$ cat config.mk
export PLATFORM = sky130hd
export DESIGN_NAME = polyline_rect_clipper_top
export DESIGN_NICKNAME = d
export VERILOG_FILES = /design/src/prc_pkg.sv /design/src/prc_muldiv.sv /design/src/polyline_rect_clipper_top.sv
export SDC_FILE = /design/constraint.sdc
export NUM_CORES = 2
export LEC_CHECK = 0
export ABC_AREA = 1
export BUFFER_PORTS_ARGS = -buffer_cell sky130_fd_sc_hd__buf_2
export CORE_UTILIZATION = 25
export DETAILED_ROUTE_END_ITERATION = 16
export PLACE_DENSITY = 0.41
export SYNTH_ARGS = -nofsm -noshare
export SYNTH_HDL_FRONTEND = slang
export SYNTH_SLANG_ARGS = --single-unit
$ cat constraint.sdc
create_clock -name i_clk -period 20.3 [get_ports i_clk]
set_input_delay 5.075 -clock i_clk [delete_from_list [all_inputs] [get_ports i_clk]]
set_output_delay 5.075 -clock i_clk [all_outputs]
set_load 0.02 [all_outputs]
$ cat src/prc_pkg.sv
`timescale 1ns / 1ps

package prc_pkg;

    // coordinate format, two's complement
    localparam int COORD_W = 32;
    // one extra bit for differences and magnitudes
    localparam int WIDE_W  = COORD_W + 1;
    // step counter of the serial multiply-divide unit
    localparam int CNT_W   = $clog2(2 * WIDE_W);
    localparam int CFG_IDX_W = 3;

    typedef logic signed [COORD_W-1:0] t_coord;
    typedef logic signed [WIDE_W-1:0]  t_wide;

    typedef struct packed {
        t_coord vertex_x;
        t_coord vertex_y;
        logic   first_vertex;
        logic   final_vertex;
    } t_vertex;

    typedef struct packed {
        t_coord point_x;
        t_coord point_y;
        logic   piece_end;
        logic   last_of_item;
    } t_point;

    typedef enum logic [CFG_IDX_W-1:0] {
        CFG_LEFT,
        CFG_TOP,
        CFG_RIGHT,
        CFG_BOTTOM,
        CFG_DOTS
    } t_cfg_idx;

    typedef enum logic [2:0] {
        ST_IDLE,
        ST_EVAL,
        ST_CR_H,
        ST_CR_HW,
        ST_CR_V,
        ST_CR_VW,
        ST_POST,
        ST_OUT
    } t_state;

    typedef enum logic [1:0] {
        PH_ENTRY,
        PH_EXIT,
        PH_BOTH1,
        PH_BOTH2
    } t_phase;

    typedef enum logic [1:0] {
        MD_IDLE,
        MD_MUL,
        MD_DIV,
        MD_FIN
    } t_md_state;

    // request to the multiply-divide unit: base + trunc(p * m / d), saturated
    typedef struct packed {
        logic   start;
        t_coord base;
        t_wide  p;
        t_wide  m;
        t_wide  d;
    } t_md_req;

    typedef struct packed {
        logic   done;
        t_coord result;
    } t_md_resp;

endpackage

$ cat src/prc_muldiv.sv
`timescale 1ns / 1ps

module prc_muldiv (
    input  logic               i_clk,
    input  logic               i_rst_n,
    input  prc_pkg::t_md_req   i_req,
    output prc_pkg::t_md_resp  o_resp
);

    localparam int W  = prc_pkg::WIDE_W;
    localparam int CW = prc_pkg::COORD_W;
    localparam int SW = W + 2;

    function automatic logic [W-1:0] f_mag(input prc_pkg::t_wide v);
        logic [W-1:0] u;
        u = v;
        f_mag = v[W-1] ? (~u + W'(1)) : u;
    endfunction

    prc_pkg::t_md_state           r_st, n_st;
    logic [prc_pkg::CNT_W-1:0]    r_cnt;
    logic [W-1:0]                 r_mc, r_hi, r_lo, r_dv, r_rem, r_q;
    logic                         r_ovf, r_neg;
    prc_pkg::t_coord              r_base;

    logic [W:0]                   c_sum;
    logic [W:0]                   c_t;
    logic                         c_ge;
    logic [W:0]                   c_tdiff;
    logic [SW-1:0]                c_qext, c_sq, c_res;
    logic signed [SW-1:0]         c_ress;

    // multiply step: add multiplicand when low bit set, then shift right
    assign c_sum   = {1'b0, r_hi} + (r_lo[0] ? {1'b0, r_mc} : {(W+1){1'b0}});
    // divide step: bring in next dividend bit, compare and subtract
    assign c_t     = {r_rem, r_hi[W-1]};
    assign c_ge    = c_t >= {1'b0, r_dv};
    assign c_tdiff = c_t - {1'b0, r_dv};

    // next state
    always_comb begin
        n_st = r_st;
        case (r_st)
            prc_pkg::MD_IDLE: if (i_req.start) n_st = prc_pkg::MD_MUL;
            prc_pkg::MD_MUL: if (r_cnt == prc_pkg::CNT_W'(W - 1)) n_st = prc_pkg::MD_DIV;
            prc_pkg::MD_DIV: if (r_cnt == prc_pkg::CNT_W'(2 * W - 1)) n_st = prc_pkg::MD_FIN;
            prc_pkg::MD_FIN: n_st = prc_pkg::MD_IDLE;
            default: n_st = prc_pkg::MD_IDLE;
        endcase
    end

    // result: signed quotient added to base, clamped to coordinate range
    always_comb begin
        c_qext = r_ovf ? {2'b00, {W{1'b1}}} : {2'b00, r_q};
        c_sq   = r_neg ? (~c_qext + SW'(1)) : c_qext;
        c_res  = {{(SW-CW){r_base[CW-1]}}, r_base} + c_sq;
        c_ress = c_res;
        o_resp.done = (r_st == prc_pkg::MD_FIN);
        if (c_ress > $signed({{(SW-CW+1){1'b0}}, {(CW-1){1'b1}}})) begin
            o_resp.result = {1'b0, {(CW-1){1'b1}}};
        end else if (c_ress < $signed({{(SW-CW+1){1'b1}}, {(CW-1){1'b0}}})) begin
            o_resp.result = {1'b1, {(CW-1){1'b0}}};
        end else begin
            o_resp.result = c_res[CW-1:0];
        end
    end

    // control
    always_ff @(posedge i_clk) begin
        if (!i_rst_n) begin
            r_st  <= prc_pkg::MD_IDLE;
            r_cnt <= '0;
        end else begin
            r_st <= n_st;
            if (r_st != n_st) r_cnt <= '0;
            else r_cnt <= r_cnt + prc_pkg::CNT_W'(1);
        end
    end

    // datapath
    always_ff @(posedge i_clk) begin
        case (r_st)
            prc_pkg::MD_IDLE: begin
                if (i_req.start) begin
                    r_mc   <= f_mag(i_req.m);
                    r_lo   <= f_mag(i_req.p);
                    r_dv   <= f_mag(i_req.d);
                    r_hi   <= '0;
                    r_neg  <= i_req.p[W-1] ^ i_req.m[W-1] ^ i_req.d[W-1];
                    r_base <= i_req.base;
                    r_rem  <= '0;
                    r_q    <= '0;
                    r_ovf  <= 1'b0;
                end
            end
            prc_pkg::MD_MUL: begin
                r_hi <= c_sum[W:1];
                r_lo <= {c_sum[0], r_lo[W-1:1]};
            end
            prc_pkg::MD_DIV: begin
                r_rem <= c_ge ? c_tdiff[W-1:0] : c_t[W-1:0];
                r_hi  <= {r_hi[W-2:0], r_lo[W-1]};
                r_lo  <= {r_lo[W-2:0], 1'b0};
                r_ovf <= r_ovf | r_q[W-1];
                r_q   <= {r_q[W-2:0], c_ge};
            end
            default: ;
        endcase
    end

endmodule

$ cat src/polyline_rect_clipper_top.sv
`timescale 1ns / 1ps

// Clips a stream of polyline vertices (signed fixed point, y down) to the rectangle
// set through the write port and sends out the visible points, up to two per vertex.
// Each crossing of a sloped segment is worked out in one shared bit-serial
// multiply-divide unit: a multiply of COORD_W+1 steps and a restoring divide of
// 2*COORD_W+2 steps; a crossing may need one or two such passes and a segment
// with both ends outside up to four. Results wait in a two-entry output queue,
// so the next vertex is taken while earlier results are still held by the
// consumer.
module polyline_rect_clipper_top (
    input  logic                              i_clk,
    input  logic                              i_rst_n,
    input  logic                              i_in_valid,
    output logic                              o_in_stall,
    input  prc_pkg::t_vertex                  i_in_data,
    output logic                              o_out_valid,
    input  logic                              i_out_stall,
    output prc_pkg::t_point                   o_out_data,
    input  logic                              i_cfg_we,
    input  logic [prc_pkg::CFG_IDX_W-1:0]     i_cfg_idx,
    input  logic [prc_pkg::COORD_W-1:0]       i_cfg_wdata
);

    function automatic prc_pkg::t_wide f_diff(input prc_pkg::t_coord a,
                                              input prc_pkg::t_coord b);
        f_diff = {a[prc_pkg::COORD_W-1], a} - {b[prc_pkg::COORD_W-1], b};
    endfunction

    function automatic logic f_rng(input prc_pkg::t_coord v, input prc_pkg::t_coord lo,
                                   input prc_pkg::t_coord hi);
        f_rng = (v >= lo) && (v <= hi);
    endfunction

    function automatic prc_pkg::t_coord f_clamp(input prc_pkg::t_coord v,
                                                input prc_pkg::t_coord lo,
                                                input prc_pkg::t_coord hi);
        f_clamp = (v < lo) ? lo : ((v > hi) ? hi : v);
    endfunction

    // configuration and polyline state
    prc_pkg::t_coord   r_left, r_top, r_right, r_bottom;
    logic              r_dots;
    prc_pkg::t_coord   r_ax, r_ay;
    logic              r_pin;

    // current vertex and work registers
    prc_pkg::t_state   r_state, n_state;
    prc_pkg::t_phase   r_phase;
    prc_pkg::t_coord   r_bx, r_by, r_cx, r_cy;
    logic              r_first, r_fin, r_cin, r_oisb, r_cok;
    prc_pkg::t_point   r_res0, r_res1;
    logic [1:0]        r_nres, r_oidx;

    // output queue
    prc_pkg::t_point   r_fq [2];
    logic              r_fwr, r_frd;
    logic [1:0]        r_fcnt;

    prc_pkg::t_md_req  c_req;
    prc_pkg::t_md_resp c_resp;

    logic              c_in_acc, c_pop, c_push, c_cin, c_zero;
    logic              c_htop, c_hact, c_hflat, c_vflat, c_both_ok;
    prc_pkg::t_coord   c_ox, c_oy, c_yl, c_hvx, c_xe, c_vy, c_px, c_py;
    prc_pkg::t_point   c_pt;

    prc_muldiv u_md (
        .i_clk   (i_clk),
        .i_rst_n (i_rst_n),
        .i_req   (c_req),
        .o_resp  (c_resp)
    );

    // edge selection from the outside end of the segment
    always_comb begin
        c_ox    = r_oisb ? r_bx : r_ax;
        c_oy    = r_oisb ? r_by : r_ay;
        c_htop  = c_oy <= r_top;
        c_hact  = c_htop || (c_oy >= r_bottom);
        c_yl    = c_htop ? r_top : r_bottom;
        c_hflat = (r_ay == r_by);
        c_hvx   = (c_ox < r_left) ? r_left : r_right;
        c_xe    = (c_ox >= r_right) ? r_right : r_left;
        c_vflat = (r_ax == r_bx);
        c_vy    = (c_oy <= r_top) ? r_top : r_bottom;
        c_cin   = f_rng(r_bx, r_left, r_right) && f_rng(r_by, r_top, r_bottom);
        c_zero  = (r_left == '0) && (r_top == '0) && (r_right == '0) && (r_bottom == '0);
        c_px    = r_cok ? r_cx : f_clamp(r_oisb ? r_bx : r_ax, r_left, r_right);
        c_py    = r_cok ? r_cy : f_clamp(r_oisb ? r_by : r_ay, r_top, r_bottom);
        c_both_ok = r_cok
                 && f_rng(r_res0.point_x, r_left, r_right)
                 && f_rng(r_res0.point_y, r_top, r_bottom)
                 && f_rng(r_cx, r_left, r_right) && f_rng(r_cy, r_top, r_bottom)
                 && ((r_res0.point_x != r_cx) || (r_res0.point_y != r_cy));
    end

    // next state
    always_comb begin
        n_state = r_state;
        case (r_state)
            prc_pkg::ST_IDLE: if (c_in_acc) n_state = prc_pkg::ST_EVAL;
            prc_pkg::ST_EVAL: begin
                if (r_dots || c_zero || r_first || (c_cin && r_pin))
                    n_state = prc_pkg::ST_OUT;
                else
                    n_state = prc_pkg::ST_CR_H;
            end
            prc_pkg::ST_CR_H: begin
                if (!c_hact) n_state = prc_pkg::ST_CR_V;
                else if (!c_hflat) n_state = prc_pkg::ST_CR_HW;
                else if ((r_ay == c_yl) && f_rng(c_hvx, r_left, r_right))
                    n_state = prc_pkg::ST_POST;
                else n_state = prc_pkg::ST_CR_V;
            end
            prc_pkg::ST_CR_HW: begin
                if (c_resp.done) begin
                    if (f_rng(c_resp.result, r_left, r_right)) n_state = prc_pkg::ST_POST;
                    else n_state = prc_pkg::ST_CR_V;
                end
            end
            prc_pkg::ST_CR_V: n_state = c_vflat ? prc_pkg::ST_POST : prc_pkg::ST_CR_VW;
            prc_pkg::ST_CR_VW: if (c_resp.done) n_state = prc_pkg::ST_POST;
            prc_pkg::ST_POST: begin
                if ((r_phase == prc_pkg::PH_BOTH1) && r_cok) n_state = prc_pkg::ST_CR_H;
                else n_state = prc_pkg::ST_OUT;
            end
            prc_pkg::ST_OUT: if (r_oidx == r_nres) n_state = prc_pkg::ST_IDLE;
            default: n_state = prc_pkg::ST_IDLE;
        endcase
    end

    // outputs and unit requests
    always_comb begin
        o_in_stall  = (r_state != prc_pkg::ST_IDLE);
        c_in_acc    = i_in_valid && !o_in_stall;
        o_out_valid = (r_fcnt != 2'd0);
        o_out_data  = r_fq[r_frd];
        c_pop       = o_out_valid && !i_out_stall;
        c_push      = (r_state == prc_pkg::ST_OUT) && (r_oidx != r_nres) && (r_fcnt != 2'd2);
        c_pt        = (r_oidx == 2'd0) ? r_res0 : r_res1;
        c_pt.last_of_item = ((r_oidx + 2'd1) == r_nres);
        c_req.start = ((r_state == prc_pkg::ST_CR_H) && c_hact && !c_hflat)
                   || ((r_state == prc_pkg::ST_CR_V) && !c_vflat);
        if (r_state == prc_pkg::ST_CR_V) begin
            c_req.p    = f_diff(c_xe, r_ax);
            c_req.m    = f_diff(r_by, r_ay);
            c_req.d    = f_diff(r_bx, r_ax);
            c_req.base = r_ay;
        end else begin
            c_req.p    = f_diff(c_yl, r_ay);
            c_req.m    = f_diff(r_bx, r_ax);
            c_req.d    = f_diff(r_by, r_ay);
            c_req.base = r_ax;
        end
    end

    // control, configuration and polyline state
    always_ff @(posedge i_clk) begin
        if (!i_rst_n) begin
            r_state  <= prc_pkg::ST_IDLE;
            r_left   <= '0;
            r_top    <= '0;
            r_right  <= '0;
            r_bottom <= '0;
            r_dots   <= 1'b0;
            r_ax     <= '0;
            r_ay     <= '0;
            r_pin    <= 1'b0;
            r_fwr    <= 1'b0;
            r_frd    <= 1'b0;
            r_fcnt   <= '0;
            r_oidx   <= '0;
        end else begin
            r_state <= n_state;
            if (i_cfg_we) begin
                case (i_cfg_idx)
                    prc_pkg::CFG_LEFT:   r_left   <= i_cfg_wdata;
                    prc_pkg::CFG_TOP:    r_top    <= i_cfg_wdata;
                    prc_pkg::CFG_RIGHT:  r_right  <= i_cfg_wdata;
                    prc_pkg::CFG_BOTTOM: r_bottom <= i_cfg_wdata;
                    prc_pkg::CFG_DOTS:   r_dots   <= i_cfg_wdata[0];
                    default: ;
                endcase
            end
            if (r_state == prc_pkg::ST_EVAL) r_oidx <= '0;
            if (c_push) r_oidx <= r_oidx + 2'd1;
            if ((r_state == prc_pkg::ST_OUT) && (r_oidx == r_nres)) begin
                r_ax  <= r_bx;
                r_ay  <= r_by;
                r_pin <= r_cin;
            end
            if (c_push) r_fwr <= ~r_fwr;
            if (c_pop) r_frd <= ~r_frd;
            r_fcnt <= r_fcnt + {1'b0, c_push} - {1'b0, c_pop};
        end
    end

    // payload
    always_ff @(posedge i_clk) begin
        if (c_push) r_fq[r_fwr] <= c_pt;
        case (r_state)
            prc_pkg::ST_IDLE: begin
                if (c_in_acc) begin
                    r_bx    <= i_in_data.vertex_x;
                    r_by    <= i_in_data.vertex_y;
                    r_first <= i_in_data.first_vertex;
                    r_fin   <= i_in_data.final_vertex;
                end
            end
            prc_pkg::ST_EVAL: begin
                r_cin  <= c_cin;
                // dots always end a piece; pass-through and inside vertices follow the mark
                r_res0 <= '{point_x: r_bx, point_y: r_by, piece_end: r_dots | r_fin,
                            last_of_item: 1'b0};
                // direct results; crossing paths fill the count later
                r_nres <= (!r_dots && c_zero) ? 2'd1
                        : ((c_cin && (r_dots || r_first || r_pin)) ? 2'd1 : 2'd0);
                // crossing kind, used only when a crossing follows
                r_oisb  <= !c_cin && r_pin;
                r_phase <= c_cin ? prc_pkg::PH_ENTRY
                         : (r_pin ? prc_pkg::PH_EXIT : prc_pkg::PH_BOTH1);
            end
            prc_pkg::ST_CR_H: begin
                r_cx  <= c_hvx;
                r_cy  <= c_yl;
                r_cok <= 1'b1;
            end
            prc_pkg::ST_CR_HW: begin
                r_cx  <= c_resp.result;
                r_cy  <= c_yl;
                r_cok <= 1'b1;
            end
            prc_pkg::ST_CR_V: begin
                r_cx  <= c_xe;
                r_cy  <= c_vy;
                r_cok <= (r_ax == c_xe);
            end
            prc_pkg::ST_CR_VW: begin
                r_cx  <= c_xe;
                r_cy  <= c_resp.result;
                r_cok <= 1'b1;
            end
            prc_pkg::ST_POST: begin
                case (r_phase)
                    prc_pkg::PH_ENTRY: begin
                        r_res0 <= '{point_x: c_px, point_y: c_py, piece_end: 1'b0,
                                    last_of_item: 1'b0};
                        r_res1 <= '{point_x: r_bx, point_y: r_by, piece_end: r_fin,
                                    last_of_item: 1'b0};
                        r_nres <= 2'd2;
                    end
                    prc_pkg::PH_EXIT: begin
                        r_res0 <= '{point_x: c_px, point_y: c_py, piece_end: 1'b1,
                                    last_of_item: 1'b0};
                        r_nres <= 2'd1;
                    end
                    prc_pkg::PH_BOTH1: begin
                        r_res0 <= '{point_x: r_cx, point_y: r_cy, piece_end: 1'b0,
                                    last_of_item: 1'b0};
                        r_nres <= 2'd0;
                        r_oisb <= 1'b1;
                        r_phase <= prc_pkg::PH_BOTH2;
                    end
                    prc_pkg::PH_BOTH2: begin
                        r_res1 <= '{point_x: r_cx, point_y: r_cy, piece_end: 1'b1,
                                    last_of_item: 1'b0};
                        r_nres <= c_both_ok ? 2'd2 : 2'd0;
                    end
                    default: ;
                endcase
            end
            default: ;
        endcase
    end

`ifndef SYNTHESIS
    // queue never holds more than its two entries
    a_fcnt_max: assert property (@(posedge i_clk) disable iff (!i_rst_n)
        r_fcnt != 2'd3)
        else $error("output queue overflow");

    // divider completes only while a crossing waits for it
    a_md_done: assert property (@(posedge i_clk) disable iff (!i_rst_n)
        c_resp.done |-> (r_state == prc_pkg::ST_CR_HW || r_state == prc_pkg::ST_CR_VW))
        else $error("divider result with no crossing pending");

    // an accepted transaction is evaluated next
    a_acc_eval: assert property (@(posedge i_clk) disable iff (!i_rst_n)
        c_in_acc |=> (r_state == prc_pkg::ST_EVAL))
        else $error("accepted vertex not evaluated");
`endif

endmodule
* After elaboration in Yosys (flattened, before gate mapping)
Memories as Yosys holds them, arrays and structs flattened. A register that Yosys moved wholly into a read port is not among the register bits.
Index checks and enable logic that the tools add are counted.
** Storage, ports and cells
- Register bits :: 713
- Latch bits :: 0
- RAM bits :: 132
- Memory bits (read-only) :: 0
- Input bits :: 106
- Output and inout port bits :: 68
- Memories kept :: 1
** Memory list
- r_fq :: words 2, bits a word 66, read ports 1, clocked after memory_dff 1, wr ports 1, line polyline_rect_clipper_top.sv:56 : prc_pkg::t_point r_fq [2];
** Operators by class
- Add/subtract/negate cells :: 15
- Multipliers :: 0
- Div/mod/pow operators :: 0
- Magnitude comparators :: 26
- Equality and inequality tests :: 37
- Shifts and indexed selects :: 0
- Multiplexer cells :: 69
- Bitwise operators :: 11
- Reduce and logical (&&, ||, !) cells :: 81
** Operators with widths (count)
- $mux W32 :: 15
- $ge A32 B32 Y1 :: 10
- $le A32 B32 Y1 :: 9
- $pmux W66 S2 :: 2
- $mux W33 :: 6
- $pmux W33 S3 :: 2
- $pmux W66 S3 :: 1
- $pmux W33 S2 :: 2
- $sub A32 B32 Y33 :: 4
- $mux W131 :: 1
- $eq A32 B32 Y1 :: 4
- $logic_not A32 Y1 :: 4
- $add A33 B1 Y33 const B :: 3
- $not A33 Y33 :: 3
- $pmux W32 S3 :: 1
- $mux W66 :: 1
- $gt A32 B32 Y1 :: 2
- $lt A32 B32 Y1 :: 2
- $ne A32 B32 Y1 :: 2
- $pmux W32 S2 :: 1
- $add A35 B1 Y35 const B :: 1
- $add A35 B35 Y35 :: 1
- $gt A35 B32 Y1 const B :: 1
- $lt A35 B32 Y1 const B :: 1
- 42 further kinds :: 160

* Depth between registers and ports, before layout
- Word-level depth :: 13
- Gate-level depth with buffers :: 49
- Gate-level depth less buffers :: 47

* Hierarchy
From an unflattened synthesis, not the netlist that was laid out.
** Second synthesis, totals
- Cell total of the unflattened synthesis :: 9636
- Area total of the unflattened synthesis :: 72170.5 um^2
** By module, submodules not included
- polyline_rect_clipper_top :: instances 1, cells an instance 6880, area an instance 52128.7 um^2
- prc_muldiv :: instances 1, cells an instance 2756, area an instance 20041.7 um^2

* Least setup slack after synthesis
No wires, ideal clock.
- Path kind :: register to register
- Start :: register r_phase[0] (netlist name)
- End :: register u_md.r_ovf, enable pin
- Library setup time :: 0.506 ns
- Arrival :: 9.287 ns
- Data required time :: 19.794 ns
- Path slack :: 10.508 ns
- Cell stages (with the launch flop) :: 24
- Path buffers :: 4
- Period minus slack after synthesis :: 9.792 ns
- Cell sequence :: edfxtp_1 clkbuf_1 clkbuf_1 clkbuf_1 nand2_1 o21ai_0 inv_1 ha_1 nand2_1 nor2_1 nand2_1 nor4_1 nand2_1 nand2_1 nand2_1 nand2_1 nor2_1 buf_2 nand2_1 nand3_1 nand2_1 inv_1 nor2_1 o21bai_1
** RTL lines
- end signal: assignment :: line prc_muldiv.sv:104 : r_ovf <= r_ovf | r_q[W-1];
- end: declaration :: line prc_muldiv.sv:23 : logic r_ovf, r_neg;

==> impl_metrics.py <==
metrics = {
    "timing": {
        "worstMarginPinSlew_ns": 1.39,
        "final_max_slew_viol_count": 0,
        "fin_setup_tns_ns": 0,
        "fin_skew_ns": 0.0875,
        "fmax_ghz": 0.120,
        "rsz0062_at_grt": "false",
        "relSlewSlack_pct": 6.48,
        "fin_hold_ws_ns": 0.450,
        "fin_crit_ns": 8.30,
        "hold_viol": 0,
        "timing.final.crit_share_pct": 40.9,
        "setup_violations": 0,
    },
    "floorplan": {
        "rows": 198,
        "dieArea_mm2": 0.297,
        "core_mm2": 0.292,
        "dieWidth_um": 545,
        "die_h_um": 545,
        "start_util_pct": 25.2,
        "ios": 174,
    },
    "layout": {
        "final_cell_mix": "nand2_1 (2589), inv_1 (1212), a21oi_1 (923), ha_1 (884), o21ai_0 (838)",
        "syn_to_final_growth_pct": 12.8,
        "fillCellCount": 32000,
        "nets": 11200,
        "drive_gt1_share_pct": 7.44,
        "final_area_mm2": 0.0831,
        "final_common_cell": "nand2_1",
        "multi_input_area_mm2": 0.0448,
        "seq_area_mm2": 0.0232,
    },
    "detailed_routing": {
        "drt-initial-drc-count": 7872,
        "viasPerCell": 5.17,
        "route.met3.wl_um": 30500,
        "drc": 0,
        "drtPass1Iterations": 9,
        "wl_per_cell_um": 27.3,
        "wl_met2_um": 165000,
        "wl_met1_um": 175000,
        "drt.antenna.violating_nets": 0,
        "vias": 73400,
        "drt_wl_total_um": 387000,
        "top_layer_used": "met5",
    },
    "clock_tree": {
        "htreeDepth": 3,
        "clock_path_buffers": 4,
        "numCtsBuffers": 116,
        "insertion_delay_ns": 0.89,
        "post_cts_buffers": 0,
        "post_cts_resized": 0,
        "clkTransAtPathRegs_ns": 0.06,
        "cts_tree": "done",
        "cts_hold_buf": 0,
        "root_buffer": "clkbuf_16",
        "cts_sinks": 843,
    },
    "run_status": {
        "outcome": "complete, no violations",
    },
    "worst_setup_path": {
        "critPathArrivalTime_ns": 9.03,
        "cp_top_family": "simple AND/OR/NAND/NOR gates",
        "cpPeakStageDelay_ns": 0.68,
        "crit_top_cell": "nand2_1",
        "crit_type": "reg2reg",
        "crit_buf_inv": 4,
        "crit_path_start_kind": "flip-flop",
        "crit_slowest_cell": "nor3_1",
        "critPathMaxFanout": 68,
        "crit_path_end_kind": "flip-flop",
        "required_ns": 21.03,
    },
    "synthesis": {
        "avgSynthCellArea_um2": 7.31,
        "synth_fp_nets": 11100,
        "synth.mux.area_fraction_pct": 1.79,
        "synth_ff_type": "edfxtp_1",
        "synth_edf_count": 630,
        "synth-compound-area-share_pct": 15.7,
        "netlist_instances": 10100,
        "syn_area_mm2": 0.0737,
        "synth_xor_xnor_area_share_pct": 2.57,
        "synth_cell_type_count": 67,
        "synthAdderAreaFrac_pct": 15.3,
        "synth-seq-cells": 843,
        "yosys.area_share.simple_pct": 25.2,
        "synth_top_family_by_area": "simple AND/OR/NAND/NOR gates",
        "synth_async_sr_flop_share_pct": 0,
        "seq_area_frac_synth_pct": 31.5,
        "synth_warnings": 0,
    },
    "grt": {
        "grt_max_degree": 101,
        "grt_pass1_vias": 68900,
        "overflow": 0,
        "antenna_found_initial": 56,
        "grt.total_usage_pct": 25.4,
        "grt_pass1_wl_um": 535000,
    },
    "placement": {
        "place_hpwl_um": 317000,
        "io_buffers": 173,
        "placement.cell_area_mm2": 0.0793,
        "gp_congestion": 1.00,
    },
    "min_path": {
        "hold_path_class": "reg2reg",
    },
    "pwr": {
        "power.leakage_nw": 36.6,
        "irDropWorstVdd_mv": 0.223,
        "power_density_mw_per_mm2": 199,
    },
    "job": {
        "maxCapViolations": 0,
    },
}
==> sequential cells by signal, indices dropped and copies added, names as in the netlist, 33 cells and up, named ones only <==
signal and flops:
r_fq 132, r_res0 65, r_res1 65, u_md.r_dv 33, u_md.r_hi 33, u_md.r_lo 33
u_md.r_mc 33, u_md.r_q 33, u_md.r_rem 33
==> cell usage after synthesis (33+ instances only) <==
master	number	area share [%]
buf_2	41	0.28
nor3_1	102	0.69
o211ai_1	66	0.67
a31oi_1	50	0.42
nand4_1	193	1.6
xor2_1	95	1.1
nor2_1	618	3.1
xnor2_1	116	1.4
a21oi_1	923	6.3
a21boi_1	41	0.42
nor4_1	44	0.37
ha_1	887	15
mux2_2	117	1.8
inv_1	1214	6.2
dfxtp_1	213	5.8
nand3_1	611	4.2
edfxtp_1	630	26
nand2_1	2592	13
o21a_1	33	0.34
clkbuf_1	223	1.1
nand3b_1	35	0.36
o21ai_0	838	5.7
==> power breakdown <==
group | internal (mW) | switching, mW
Sequential | 2.59 | 0.597
Combinational | 3.22 | 7.99
Clock | 1.25 | 0.889
==> layout make-up <==
type,count,area share (%)
Multi-Input combinational cell,7701,53.9
Sequential cell,843,27.9
Tap cell,3900,5.87
Inverter,1234,5.58
Clock buffer,145,3.76
Timing Repair Buffer,286,2.12
Clock inverter,67,0.838
Antenna cell,12,0.0361
==> per-stage QoR <==
stage / utilization [%] / cells / setup WS [ns] / total power [mW]
global placement: 27.1 / 14000 / 12.34 / 14.0
detailed placement: 27.1 / 14000 / 12.39 / 14.1
CTS: 28.4 / 14200 / 12.36 / 16.4
floorplan: - / 10100 / 10.51 / 9.86
finish: 28.5 / 14200 / 12.00 / 16.5
global route: 28.5 / 14200 / 11.66 / 17.7
==> metal layers <==
| layer | track usage (%) | up-vias |
|---|---|---|
| met5 | 0 | - |
| met4 | 9.68 | 30 |
| met3 | 4.94 | 599 |
| met2 | 38.9 | 2918 |
| met1 | 35.1 | 35300 |
| li1 | - | 34500 |
==> path summary, 6_finish.rpt <==
path                            start                       to  slack (ns)  cells past startpoint
max          r_phase[0]$_SDFFCE_PP1P_  r_state[1]$_SDFFE_PN0P_       12.00                     33
min                r_frd$_SDFFE_PN0P_                flip-flop        0.45                      1
max reg2reg  r_phase[0]$_SDFFCE_PP1P_  r_state[1]$_SDFFE_PN0P_       12.00                     33
min reg2reg        r_frd$_SDFFE_PN0P_                flip-flop        0.45                      1
==> kinds of logic after synthesis <==
logic type	Yosys count
adder cells (fa/ha/maj)	894
flip-flops	843
XOR/XNOR	213
AND/OR/NAND/NOR	4344
multiplexers	117
buffers and inverters	1530
AO/OA/AOI/OAI	2133
(Power assumes the default switching activity.)
